--- src/rtl/core/pts_pkg.sv ---
`timescale 1ns / 1ps
`default_nettype none

package pts_pkg;

  localparam int TASK_SLOTS_DEF = 8;
  localparam int MAX_RESULTS    = 8;
  localparam int FOUND_W        = $clog2(MAX_RESULTS);
  localparam int TICK_W         = 32;
  localparam int SLOT_W         = 3;
  localparam int KIND_W         = 3;

  localparam logic [1:0] CMD_TICK    = 2'd0;
  localparam logic [1:0] CMD_REG     = 2'd1;
  localparam logic [1:0] CMD_SCAN    = 2'd2;
  localparam logic [1:0] CMD_ELAPSED = 2'd3;

  localparam logic [KIND_W-1:0] KIND_TICK    = 3'd0;
  localparam logic [KIND_W-1:0] KIND_REG     = 3'd1;
  localparam logic [KIND_W-1:0] KIND_DUE     = 3'd2;
  localparam logic [KIND_W-1:0] KIND_NONE    = 3'd3;
  localparam logic [KIND_W-1:0] KIND_ELAPSED = 3'd4;

  typedef struct packed {
    logic [1:0]        command;
    logic [TICK_W-1:0] period;
    logic [TICK_W-1:0] start_tick;
    logic [TICK_W-1:0] duration;
  } pts_req_t;

  typedef struct packed {
    logic [KIND_W-1:0] result_kind;
    logic [SLOT_W-1:0] slot;
    logic              table_full;
    logic              elapsed_done;
    logic [TICK_W-1:0] tick_now;
    logic              last_of_run;
  } pts_rsp_t;

  // Source of the next result beat loaded into the output register.
  typedef enum logic [1:0] {
    OSEL_EXEC,
    OSEL_PEND_MID,
    OSEL_PEND_LAST,
    OSEL_NONE
  } pts_osel_t;

  typedef struct packed {
    logic      capture;
    logic      exec;
    logic      scan_start;
    logic      rd_en;
    logic      take;
    logic      out_load;
    pts_osel_t out_sel;
  } pts_cmd_t;

  typedef struct packed {
    logic [1:0] req_command;
    logic       chk_valid;
    logic       due;
    logic       pending_valid;
    logic       found_last;
    logic       more_slots;
    logic       out_free;
  } pts_stat_t;

endpackage

`default_nettype wire

--- src/rtl/core/pts_ctrl.sv ---
`timescale 1ns / 1ps
`default_nettype none

module pts_ctrl
  import pts_pkg::*;
(
  input  logic      clk,
  input  logic      rst,
  input  logic      req_valid,
  output logic      req_ready,
  input  pts_stat_t stat,
  output pts_cmd_t  cmd
);

  typedef enum logic [1:0] {
    ST_IDLE,
    ST_EXEC,
    ST_SCAN,
    ST_FLUSH
  } state_t;

  state_t state;
  state_t state_next;

  logic stall;
  logic capped;

  assign req_ready = (state == ST_IDLE);

  always_comb begin
    cmd        = '0;
    cmd.out_sel = OSEL_EXEC;
    state_next = state;
    // A due slot must push the held one out, which needs a free output register.
    stall  = stat.chk_valid && stat.due && stat.pending_valid && !stat.out_free;
    capped = stat.chk_valid && stat.due && stat.found_last;
    case (state)
      ST_IDLE: begin
        if (req_valid) begin
          cmd.capture = 1'b1;
          if (stat.req_command == CMD_SCAN) begin
            cmd.scan_start = 1'b1;
            state_next     = ST_SCAN;
          end else begin
            state_next = ST_EXEC;
          end
        end
      end
      ST_EXEC: begin
        if (stat.out_free) begin
          cmd.exec     = 1'b1;
          cmd.out_load = 1'b1;
          cmd.out_sel  = OSEL_EXEC;
          state_next   = ST_IDLE;
        end
      end
      ST_SCAN: begin
        if (!stall) begin
          if (stat.chk_valid) begin
            cmd.take     = 1'b1;
            cmd.out_load = stat.due && stat.pending_valid;
            cmd.out_sel  = OSEL_PEND_MID;
          end
          cmd.rd_en = stat.more_slots && !capped;
          if (!cmd.rd_en) begin
            state_next = ST_FLUSH;
          end
        end
      end
      ST_FLUSH: begin
        if (stat.out_free) begin
          cmd.out_load = 1'b1;
          cmd.out_sel  = stat.pending_valid ? OSEL_PEND_LAST : OSEL_NONE;
          state_next   = ST_IDLE;
        end
      end
      default: begin
        state_next = ST_IDLE;
      end
    endcase
  end

  always_ff @(posedge clk) begin
    if (rst) begin
      state <= ST_IDLE;
    end else begin
      state <= state_next;
    end
  end

  a_take_only_scan: assert property (@(posedge clk) disable iff (rst)
    cmd.take |-> (state == ST_SCAN))
    else $error("slot evaluated outside a scan");

  a_exec_leaves: assert property (@(posedge clk) disable iff (rst)
    cmd.exec |=> (state == ST_IDLE))
    else $error("command execution did not return to idle");

  a_capture_idle: assert property (@(posedge clk) disable iff (rst)
    cmd.capture |-> (state == ST_IDLE) && req_valid)
    else $error("request captured outside idle");

endmodule

`default_nettype wire

--- src/rtl/core/pts_datapath.sv ---
`timescale 1ns / 1ps
`default_nettype none

module pts_datapath
  import pts_pkg::*;
#(
  parameter int TASK_SLOTS = TASK_SLOTS_DEF
) (
  input  logic      clk,
  input  logic      rst,
  input  pts_req_t  req,
  output pts_rsp_t  rsp,
  output logic      rsp_valid,
  input  logic      rsp_ready,
  input  pts_cmd_t  cmd,
  output pts_stat_t stat
);

  localparam int IDX_W = (TASK_SLOTS > 1) ? $clog2(TASK_SLOTS) : 1;
  localparam int CNT_W = $clog2(TASK_SLOTS + 1);

  pts_req_t                cap;
  logic [TICK_W-1:0]       tick_count;
  logic [TASK_SLOTS-1:0]   slot_used;
  logic [TICK_W-1:0]       period_mem [TASK_SLOTS];
  logic [TICK_W-1:0]       last_mem   [TASK_SLOTS];

  logic [CNT_W-1:0]        scan_idx;
  logic                    chk_valid;
  logic [TICK_W-1:0]       rd_period;
  logic [TICK_W-1:0]       rd_last;
  logic [IDX_W-1:0]        rd_slot;
  logic                    rd_used;
  logic                    pending_valid;
  logic [IDX_W-1:0]        pending_slot;
  logic [FOUND_W-1:0]      found_cnt;

  logic                    free_any;
  logic [IDX_W-1:0]        free_idx;
  logic [IDX_W-1:0]        scan_addr;
  logic [TICK_W-1:0]       slot_elapsed;
  logic [TICK_W-1:0]       req_elapsed;
  logic                    due;
  logic                    reg_write;
  logic                    last_we;
  logic [IDX_W-1:0]        last_addr;
  logic [IDX_W+SLOT_W-1:0] free_ext;
  logic [IDX_W+SLOT_W-1:0] pend_ext;
  logic                    out_free;
  pts_rsp_t                rsp_next;

  // Lowest free slot.
  always_comb begin
    free_any = 1'b0;
    free_idx = '0;
    for (int i = TASK_SLOTS - 1; i >= 0; i--) begin
      if (!slot_used[i]) begin
        free_any = 1'b1;
        free_idx = IDX_W'(i);
      end
    end
  end

  assign scan_addr    = scan_idx[IDX_W-1:0];
  assign slot_elapsed = tick_count - rd_last;
  assign req_elapsed  = tick_count - cap.start_tick;
  assign due          = chk_valid && rd_used && (slot_elapsed >= rd_period);
  assign reg_write    = cmd.exec && (cap.command == CMD_REG) && free_any;
  assign last_we      = reg_write || (cmd.take && due);
  assign last_addr    = cmd.take ? rd_slot : free_idx;
  assign free_ext     = {{SLOT_W{1'b0}}, free_idx};
  assign pend_ext     = {{SLOT_W{1'b0}}, pending_slot};
  assign out_free     = !rsp_valid || rsp_ready;

  assign stat.req_command   = req.command;
  assign stat.chk_valid     = chk_valid;
  assign stat.due           = due;
  assign stat.pending_valid = pending_valid;
  assign stat.found_last    = (found_cnt == FOUND_W'(MAX_RESULTS - 1));
  assign stat.more_slots    = (scan_idx < CNT_W'(TASK_SLOTS));
  assign stat.out_free      = out_free;

  always_ff @(posedge clk) begin
    if (cmd.capture) begin
      cap <= req;
    end
  end

  always_ff @(posedge clk) begin
    if (reg_write) begin
      period_mem[free_idx] <= cap.period;
    end
    if (last_we) begin
      last_mem[last_addr] <= tick_count;
    end
    if (cmd.rd_en) begin
      rd_period <= period_mem[scan_addr];
      rd_last   <= last_mem[scan_addr];
      rd_slot   <= scan_addr;
      rd_used   <= slot_used[scan_addr];
    end
    if (cmd.take && due) begin
      pending_slot <= rd_slot;
    end
  end

  always_ff @(posedge clk) begin
    if (rst) begin
      tick_count    <= '0;
      slot_used     <= '0;
      scan_idx      <= '0;
      chk_valid     <= 1'b0;
      pending_valid <= 1'b0;
      found_cnt     <= '0;
    end else begin
      if (cmd.exec && (cap.command == CMD_TICK)) begin
        tick_count <= tick_count + 32'd1;
      end
      if (reg_write) begin
        slot_used[free_idx] <= 1'b1;
      end
      if (cmd.scan_start) begin
        scan_idx      <= '0;
        chk_valid     <= 1'b0;
        pending_valid <= 1'b0;
        found_cnt     <= '0;
      end else begin
        if (cmd.rd_en) begin
          scan_idx  <= scan_idx + CNT_W'(1);
          chk_valid <= 1'b1;
        end else if (cmd.take) begin
          chk_valid <= 1'b0;
        end
        if (cmd.take && due) begin
          pending_valid <= 1'b1;
          found_cnt     <= found_cnt + FOUND_W'(1);
        end
      end
    end
  end

  always_comb begin
    rsp_next              = '0;
    rsp_next.tick_now     = tick_count;
    rsp_next.last_of_run  = 1'b1;
    case (cmd.out_sel)
      OSEL_EXEC: begin
        case (cap.command)
          CMD_TICK: begin
            rsp_next.result_kind = KIND_TICK;
            rsp_next.tick_now    = tick_count + 32'd1;
          end
          CMD_REG: begin
            rsp_next.result_kind = KIND_REG;
            rsp_next.table_full  = !free_any;
            rsp_next.slot        = free_any ? free_ext[SLOT_W-1:0] : '0;
          end
          CMD_ELAPSED: begin
            rsp_next.result_kind  = KIND_ELAPSED;
            rsp_next.elapsed_done = (req_elapsed >= cap.duration);
          end
          default: begin
            rsp_next.result_kind = KIND_NONE;
          end
        endcase
      end
      OSEL_PEND_MID: begin
        rsp_next.result_kind = KIND_DUE;
        rsp_next.slot        = pend_ext[SLOT_W-1:0];
        rsp_next.last_of_run = 1'b0;
      end
      OSEL_PEND_LAST: begin
        rsp_next.result_kind = KIND_DUE;
        rsp_next.slot        = pend_ext[SLOT_W-1:0];
      end
      OSEL_NONE: begin
        rsp_next.result_kind = KIND_NONE;
      end
      default: begin
        rsp_next.result_kind = KIND_NONE;
      end
    endcase
  end

  always_ff @(posedge clk) begin
    if (rst) begin
      rsp_valid <= 1'b0;
    end else if (cmd.out_load) begin
      rsp_valid <= 1'b1;
    end else if (rsp_ready) begin
      rsp_valid <= 1'b0;
    end
  end

  always_ff @(posedge clk) begin
    if (cmd.out_load) begin
      rsp <= rsp_next;
    end
  end

  a_load_free: assert property (@(posedge clk) disable iff (rst)
    cmd.out_load |-> (!rsp_valid || rsp_ready))
    else $error("result beat overwritten before it was taken");

  a_take_valid: assert property (@(posedge clk) disable iff (rst)
    cmd.take |-> chk_valid)
    else $error("slot evaluated without read data");

  a_read_range: assert property (@(posedge clk) disable iff (rst)
    cmd.rd_en |-> (scan_idx < CNT_W'(TASK_SLOTS)))
    else $error("scan read past the last slot");

endmodule

`default_nettype wire

--- src/rtl/core/periodic_task_scheduler.sv ---
`timescale 1ns / 1ps
`default_nettype none

// Periodic task scheduler with a wrapping 32-bit tick counter and a table of
// task slots. Requests arrive on the req channel and results leave on the rsp
// channel; both use valid/ready and move one beat per accepted handshake.
// A tick, register or elapsed-check request has its single result beat loaded
// into the output register in the EXEC state after acceptance, once the register
// is free; req_ready stays low until that load.
// A scan walks the slot table one slot per cycle, unless a stall holds it,
// through the slot memories, whose read data is registered. It emits one beat
// per due slot (at most eight), or one nothing-due beat. A due beat is held
// back until the next due slot is found or the walk ends, so that the final
// beat carries last_of_run.
// req_ready is high only while the controller is idle, even while a finished
// result still waits on rsp. When the receiver stalls, the result stays in the
// output register, and the scan walk pauses at a due slot that must push a held
// beat out, until the register frees up. Synchronous reset clears the tick
// counter, all used marks and the channel state; the period and last-run
// memories are not cleared and only matter for used slots.

module periodic_task_scheduler
  import pts_pkg::*;
#(
  parameter int TASK_SLOTS = TASK_SLOTS_DEF
) (
  input  logic     clk,
  input  logic     rst,
  input  logic     req_valid,
  output logic     req_ready,
  input  pts_req_t req,
  output logic     rsp_valid,
  input  logic     rsp_ready,
  output pts_rsp_t rsp
);

  // Commands from the controller to the datapath, status back.
  pts_cmd_t  cmd;
  pts_stat_t stat;

  pts_ctrl u_ctrl (
    .clk       (clk),
    .rst       (rst),
    .req_valid (req_valid),
    .req_ready (req_ready),
    .stat      (stat),
    .cmd       (cmd)
  );

  pts_datapath #(
    .TASK_SLOTS (TASK_SLOTS)
  ) u_datapath (
    .clk       (clk),
    .rst       (rst),
    .req       (req),
    .rsp       (rsp),
    .rsp_valid (rsp_valid),
    .rsp_ready (rsp_ready),
    .cmd       (cmd),
    .stat      (stat)
  );

endmodule

`default_nettype wire
--- config.mk ---
export PLATFORM = sky130hd
export DESIGN_NAME = periodic_task_scheduler
export DESIGN_NICKNAME = d
export VERILOG_FILES = /design/src/rtl/core/pts_pkg.sv /design/src/rtl/core/pts_ctrl.sv /design/src/rtl/core/pts_datapath.sv /design/src/rtl/core/periodic_task_scheduler.sv
export SDC_FILE = /design/constraint.sdc
export NUM_CORES = 1
export LEC_CHECK = 0
export ABC_AREA = 1
export BUFFER_PORTS_ARGS = -buffer_cell sky130_fd_sc_hd__buf_2
export CORE_MARGIN = 2
export CORE_UTILIZATION = 50
export DETAILED_ROUTE_END_ITERATION = 10
export GPL_ROUTABILITY_DRIVEN = 0
export PLACE_DENSITY = 0.79
export SLEW_MARGIN = 10
export SYNTH_ARGS = -nofsm -noshare
export SYNTH_HDL_FRONTEND = slang
export SYNTH_SLANG_ARGS = --single-unit
--- constraint.sdc ---
create_clock -name clk -period 7.9 [get_ports clk]
set_input_delay 1.185 -clock clk [delete_from_list [all_inputs] [get_ports clk]]
set_output_delay 1.185 -clock clk [all_outputs]
set_load 0.01 [all_outputs]
==> results of run 1 <==
[sequential cells by signal (all words and copies together), names as in the netlist]
signal                    flops
u_datapath.pending_valid      1
u_datapath.last_mem         256
u_datapath.rd_last           32
u_datapath.period_mem       256
u_datapath.cap               98
u_datapath.tick_count        32
u_datapath.scan_idx           4
u_datapath.found_cnt          3
u_datapath.slot_used          8
u_datapath.rd_period         32
u_datapath.chk_valid          1
u_datapath.rsp               41
u_datapath.rd_used            1
u_datapath.rsp_valid          1
u_datapath.pending_slot       3
u_datapath.rd_slot            3
u_ctrl.state                  2
[logic make-up after synthesis]
| family | synth area share (%) |
|---|---|
| AO/OA/AOI/OAI | 11.2 |
| XOR/XNOR | 2.18 |
| adder cells (fa/ha/maj) | 5.11 |
| buffers and inverters | 4.68 |
| flip-flops | 65.8 |
| multiplexers | 0.0326 |
| AND/OR/NAND/NOR | 11.1 |
[power by group]
group,switching (uW),total (uW),internal [uW]
Sequential,95.1,4740,4640
Clock,1590,3710,2130
Combinational,684,1010,326
[worst max-delay path, delay by kind of cell, from the launching register on]
| kind | cells | cell delay (ns) |
|---|---|---|
| AO/OA/AOI/OAI | 6 | 1.18 |
| XOR/XNOR | 1 | 0.14 |
| adder cells (fa/ha/maj) | 4 | 1.21 |
| buffers and inverters | 6 | 1.27 |
| flip-flops | 1 | 0.40 |
| AND/OR/NAND/NOR | 16 | 1.85 |
[layout by cell type (no fill, tap or decap), types with 67 or more instances in the layout]
master	count
edfxtp_1	722
nor2_1	535
inv_1	303
buf_2	144
o21ai_0	361
a21oi_1	151
clkbuf_16	79
a31oi_1	67
nand2_1	246
ha_1	138
[final cells by class]
type | count | area share, %
Timing Repair Buffer | 192 | 2.80
Inverter | 309 | 3.01
Clock buffer | 102 | 5.47
Sequential cell | 774 | 58.2
Multi-Input combinational cell | 1870 | 26.5
Tap cell | 882 | 2.83
Clock inverter | 40 | 1.14
Antenna cell | 1 | 0.00641
[per-stage QoR]
| step | utilization (%) | instance area [um^2] | instances |
|---|---|---|---|
| 6_report | 57.0 | 39000 | 4170 |
| 4_1_cts | 57.0 | 39000 | 4169 |
| 2_1_floorplan | - | 34500 | 3070 |
| 3_3_place_gp | 53.2 | 36400 | 4027 |
| 3_5_place_dp | 53.2 | 36400 | 4027 |
| 5_1_grt | 57.0 | 39000 | 4169 |
[per-layer routing]
layer  vias to the layer above  global-route usage (%)
met5                         -                       0
met2                      1228                    38.0
li1                      11100                       -
met3                       189                    4.06
met4                         0                    8.93
met1                     11600                    33.0
[worst max-delay path by stage]
| stage | from | to | slack [ns] | cells past startpoint |
|---|---|---|---|---|
| finish | u_datapath.tick_count[0]$_SDFFE_PP0P_ | u_datapath.rsp[30]$_DFFE_PP_ | 1.61 | 33 |
| global route | u_datapath.tick_count[0]$_SDFFE_PP0P_ | u_datapath.rsp[27]$_DFFE_PP_ | 1.00 | 33 |
| CTS | u_datapath.tick_count[0]$_SDFFE_PP0P_ | u_datapath.rsp[30]$_DFFE_PP_ | 1.71 | 33 |
| detailed placement | u_datapath.tick_count[0]$_SDFFE_PP0P_ | u_datapath.rsp[29]$_DFFE_PP_ | 1.80 | 33 |
| global placement | u_datapath.tick_count[0]$_SDFFE_PP0P_ | u_datapath.rsp[29]$_DFFE_PP_ | 2.02 | 32 |
| floorplan | req_valid | u_datapath.found_cnt[0]$_SDFFE_PP0P_ | 1.72 | 5 |
==> results.sh, run 1 <==
export IMPL_grt_ovfl_total=0
export IMPL_path_class="reg -> reg"
export IMPL_fmax_ghz=0.159
export IMPL_r2r_setup_slack_ns=1.61
export IMPL_worst_pin_slew_ns=0.971
export IMPL_synth_area_um2=34500
export IMPL_p_leak_uw=0.0151
export IMPL_worst_clock_skew_ns=0.0449
export IMPL_num_rows=96
export IMPL_multiInputGateArea_um2=10300
export IMPL_viasPerCell=5.78
export IMPL_worstHoldEndpoint="u_datapath.scan_idx[3]$_SDFFE_PP0P_"
export IMPL_drive_gt1_share_pct=11.0
export IMPL_synth_area_per_cell_um2=11.3
export IMPL_cp_arrival_ns=6.68
export IMPL_holdPathStages=2
export IMPL_yosysUniqueCellTypes=52
export IMPL_wl_met2_um=39900
export IMPL_ir_drop_mv=0.254
export IMPL_finalHoldViolations=0
export IMPL_final_nets=3466
export IMPL_fillCellCount=5368
export IMPL_synthesis_nets=3312
export IMPL_place_ws_ns=1.80
export IMPL_cap_violations=0
export IMPL_drc=0
export IMPL_rsz0062_at_grt="no"
export IMPL_yosysMostFrequentCell="edfxtp_1"
export IMPL_clockBufferDepth=3
export IMPL_setup_viol=0
export IMPL_worst_r2r_endpoint="u_datapath.rsp[30]$_DFFE_PP_"
export IMPL_clock_root_buffer="clkbuf_16"
export IMPL_dieHeight_um=267
export IMPL_antenna_found_initial=1
export IMPL_worstRegToRegCells=33
export IMPL_cts_tree="yes"
export IMPL_critPathLaunchType="register"
export IMPL_synth_ff_type="edfxtp_1"
export IMPL_hold_start="u_datapath.scan_idx[3]$_SDFFE_PP0P_"
export IMPL_grt_pass1_vias=22900
export IMPL_fin_hold_ws_ns=0.482
export IMPL_period_share_pct=79.6
export IMPL_status="finished, final reports clean"
export IMPL_cts_made_buffers=77
export IMPL_required_ns=8.29
export IMPL_drv_slew=0
export IMPL_dieArea_um2=71200
export IMPL_register_area_um2=22700
export IMPL_cts_resized=0
export IMPL_critPathSlowestCell="inv_1"
export IMPL_crit_fanout=33
export IMPL_finalCriticalPeriod_ns=6.29
export IMPL_drtIter0Drc=2906
export IMPL_cts_setup_buffers=0
export IMPL_num_io_pins=145
export IMPL_yosys_area_top_type_share_pct=62.8
export IMPL_die_width_um=267
export IMPL_grt_max_degree=110
export IMPL_via_count=24100
export IMPL_reg2reg_from="u_datapath.tick_count[0]$_SDFFE_PP0P_"
export IMPL_htreeDepth=3
export IMPL_top_layer_used="met4"
export IMPL_fin_tns_setup_ns=0
export IMPL_synth_common_cells="edfxtp_1, nor2_1, o21ai_0"
export IMPL_dpl_hpwl_um=52900
export IMPL_wl_met3_um=8010
export IMPL_ys_warnings_count=0
export IMPL_path_common_cell="nand2_1"
export IMPL_slew_headroom_pct=35.2
export IMPL_ctsHoldBuffers=0
export IMPL_seq_area_frac_synth_pct=65.8
export IMPL_core_area_um2=68500
export IMPL_hold_class="reg -> reg"
export IMPL_setup_worst_path_end_class="register"
export IMPL_synth_edff_count=722
export IMPL_p_per_area_nw_per_um2=242
export IMPL_synth_area_leader_cell="edfxtp_1"
export IMPL_ys_ff_latch=774
export IMPL_syn_inst=3070
export IMPL_drtPass1Iterations=6
export IMPL_power_uw=9460
export IMPL_area_growth_pct=13.0
export IMPL_netlist_top_cells_area="edfxtp_1, nor2_1, o21ai_0"
export IMPL_clkSinkCount=774
export IMPL_drtAntennaViolNets=0
export IMPL_grt_pass1_wl_um=130000
export IMPL_grt_usage_pct=23.9
export IMPL_initial_core_util_pct=50.5
export IMPL_clk_insertion_delay_late_ns=0.64
export IMPL_portBuffers=144
export IMPL_routed_wl_um=85600
export IMPL_synth_async_reset_ratio_pct=0
export IMPL_wl_per_cell_um=20.5
export IMPL_max_stage_delay_ns=0.61
export IMPL_wl_met1_um=34900
export IMPL_setup_ws_ns=1.61
export IMPL_clk_pin_slew_ns=0.07
(Power assumes the default switching activity.)
==> inputs of run 2 (changes only) <==
Clock period 7.9 ns to 5.95 ns, I/O delays scaled along.
==> run 2 against run 1 <==
Die area did not move. Wire length decreased by 0.13%. Sequential power up 32%. Final cell count up 0.34%. Combinational power up 34%. Flip-flop and latch count unchanged. Critical path type unchanged. Clock-buffer cell count rose by 3. Non-clock buffer count rose by 15. Core utilization rose by 0.38 points.
==> results.sh, run 2 (synthesis gave the netlist of run 1 again) <==
export IMPL_grtUsageMet2_pct=38.2
export IMPL_drtPass1Iterations=8
export IMPL_multiInputGateArea_um2=10400
export IMPL_worst_r2r_endpoint="u_datapath.last_mem[7][17]$_DFFE_PP_"
export IMPL_dieArea_um2=71200
export IMPL_slew_headroom_pct=29.1
export IMPL_ir_drop_mv=0.256
export IMPL_area_growth_pct=13.7
export IMPL_hold_start="req[54]"
export IMPL_antenna_found_initial=0
export IMPL_portBuffers=144
export IMPL_grtUsageMet3_pct=4.67
export IMPL_clk_insertion_delay_late_ns=0.65
export IMPL_finalHoldViolations=0
export IMPL_dpl_instance_area_um2=36600
export IMPL_routed_wl_um=85500
export IMPL_grt_use_met1_pct=32.1
export IMPL_path_common_cell="nand2_1"
export IMPL_setup_worst_path_end_class="register"
export IMPL_critPathSlowestCell="fa_1"
export IMPL_drtIter0Drc=3021
export IMPL_dieHeight_um=267
export IMPL_finalCriticalPeriod_ns=5.49
export IMPL_setup_viol=0
export IMPL_status="finished, final reports clean"
export IMPL_register_area_um2=22700
export IMPL_fin_tns_setup_ns=0
export IMPL_crit_fanout=32
export IMPL_core_area_um2=68500
export IMPL_drv_slew=0
export IMPL_mostFrequentLayoutCells="edfxtp_1, nor2_1, o21ai_0"
export IMPL_num_io_pins=145
export IMPL_worstRegToRegCells=24
export IMPL_clock_root_buffer="clkbuf_16"
export IMPL_final_nets=3482
export IMPL_crit_start="u_datapath.tick_count[0]$_SDFFE_PP0P_"
export IMPL_fin_hold_ws_ns=0.421
export IMPL_critPathLaunchType="register"
export IMPL_r2r_setup_slack_ns=0.46
export IMPL_reg2reg_from="u_datapath.tick_count[0]$_SDFFE_PP0P_"
export IMPL_clockBufferDepth=3
export IMPL_max_stage_delay_ns=0.48
export IMPL_hold_class="in -> reg"
export IMPL_required_ns=6.19
export IMPL_cts_setup_buffers=0
export IMPL_wl_per_cell_um=20.4
export IMPL_cts_made_buffers=78
export IMPL_largestRegisters="u_datapath.last_mem: 256 flops, u_datapath.period_mem: 256 flops, u_datapath.cap: 98 flops"
export IMPL_worst_clock_skew_ns=0.0461
export IMPL_holdPathStages=1
export IMPL_worstHoldEndpoint="u_datapath.cap[54]$_DFFE_PP_"
export IMPL_num_rows=96
export IMPL_die_width_um=267
export IMPL_fillCellCount=5279
export IMPL_drc=0
export IMPL_worstPathCellList="inv_2, ha_1, inv_1, fa_1, nand3_1, nand2_1, a21oi_2, o21ai_1, a21oi_1, o21ai_1, a21oi_1, xor2_1, ha_1, nand2_1, nor2_1, nand2_1, a21oi_1, nor2_1, a21oi_1, o211ai_1, nand2_1, nand2_1, nor2_4, buf_4"
export IMPL_cap_violations=0
export IMPL_drive_gt1_share_pct=11.5
export IMPL_drtAntennaViolNets=0
export IMPL_grt_ovfl_total=0
export IMPL_clkSinkCount=774
export IMPL_p_leak_uw=0.0153
export IMPL_htreeDepth=3
export IMPL_path_class="reg -> reg"
export IMPL_diodes=0
export IMPL_dpl_cell_count=4042
export IMPL_initial_core_util_pct=50.5
export IMPL_p_per_area_nw_per_um2=322
export IMPL_grt_pass1_wl_um=130000
export IMPL_cp_arrival_ns=5.74
export IMPL_cts_tree="yes"
export IMPL_grt_max_degree=148
export IMPL_grt_usage_pct=23.8
export IMPL_dpl_hpwl_um=53200
export IMPL_worst_pin_slew_ns=1.06
export IMPL_grt_busiest_layer="met2"
export IMPL_clk_pin_slew_ns=0.06
export IMPL_stdcell_count=4184
export IMPL_fin_util_pct=57.4
export IMPL_via_count=24200
export IMPL_viasPerCell=5.79
export IMPL_mostFrequentLayoutCell="edfxtp_1"
export IMPL_grt_pass1_vias=23500
export IMPL_fmax_ghz=0.182
export IMPL_design_area_um2=39300
export IMPL_period_share_pct=92.3
run 2: changes by cell type in the layout (fill, tap and decap cells not counted), moves of 2 or more:
cell       change
buf_12         +6
clkbuf_16      +3
buf_4          +8
clkinv_4       -2
run 2: per-stage QoR:
stage	setup slack [ns]	power, uW
final	0.456	12700
after global routing	-0.0235	13100
after CTS	0.281	12700
after detailed placement	0.352	7700
after global placement	0.568	7660
after floorplan	0.0652	7250
run 2: power by group:
part	internal, uW	leakage [uW]	switching, uW
combinational	441	0.00687	906
clock	2930	0.00127	2100
sequential	6170	0.00711	113
run 2: cell type report:
cell class / instances / area share, %
Sequential cell: 774 / 57.8
Multi-Input combinational cell: 1870 / 26.4
Clock buffer: 105 / 5.60
Timing Repair Buffer: 207 / 3.27
Inverter: 309 / 2.99
Tap cell: 882 / 2.81
Clock inverter: 37 / 1.13
run 2: worst max-delay path by stage:
stage / endpoint / slack (ns) / cells past startpoint
floorplan: u_datapath.found_cnt[0]$_SDFFE_PP0P_ / 0.07 / 5
global placement: u_datapath.rsp[30]$_DFFE_PP_ / 0.57 / 33
detailed placement: u_datapath.rsp[28]$_DFFE_PP_ / 0.35 / 33
CTS: u_datapath.rsp[28]$_DFFE_PP_ / 0.28 / 33
global route: u_datapath.rsp[32]$_DFFE_PP_ / -0.02 / 32
finish: u_datapath.last_mem[7][17]$_DFFE_PP_ / 0.46 / 24
run 2: metal layers:
metal	vias up	routed length [um]
met1	11600	33300
li1	11100	-
met2	1302	40000
met3	227	9120
met5	-	0
met4	0	3120
run 2: worst max-delay path: cells and delay by family (launching register included):
family,cells,cell delay [ns]
AO/OA/AOI/OAI,8,1.80
AND/OR/NAND/NOR,9,1.17
adder cells (fa/ha/maj),3,0.91
buffers and inverters,3,0.68
flip-flops,1,0.39
XOR/XNOR,1,0.09
run 2: timing repair:
item	CTS	global route
endpoints found under the hold margin	0	0
resized for setup	0	5
endpoints found under the setup margin	0	23
hold buffers	0	0
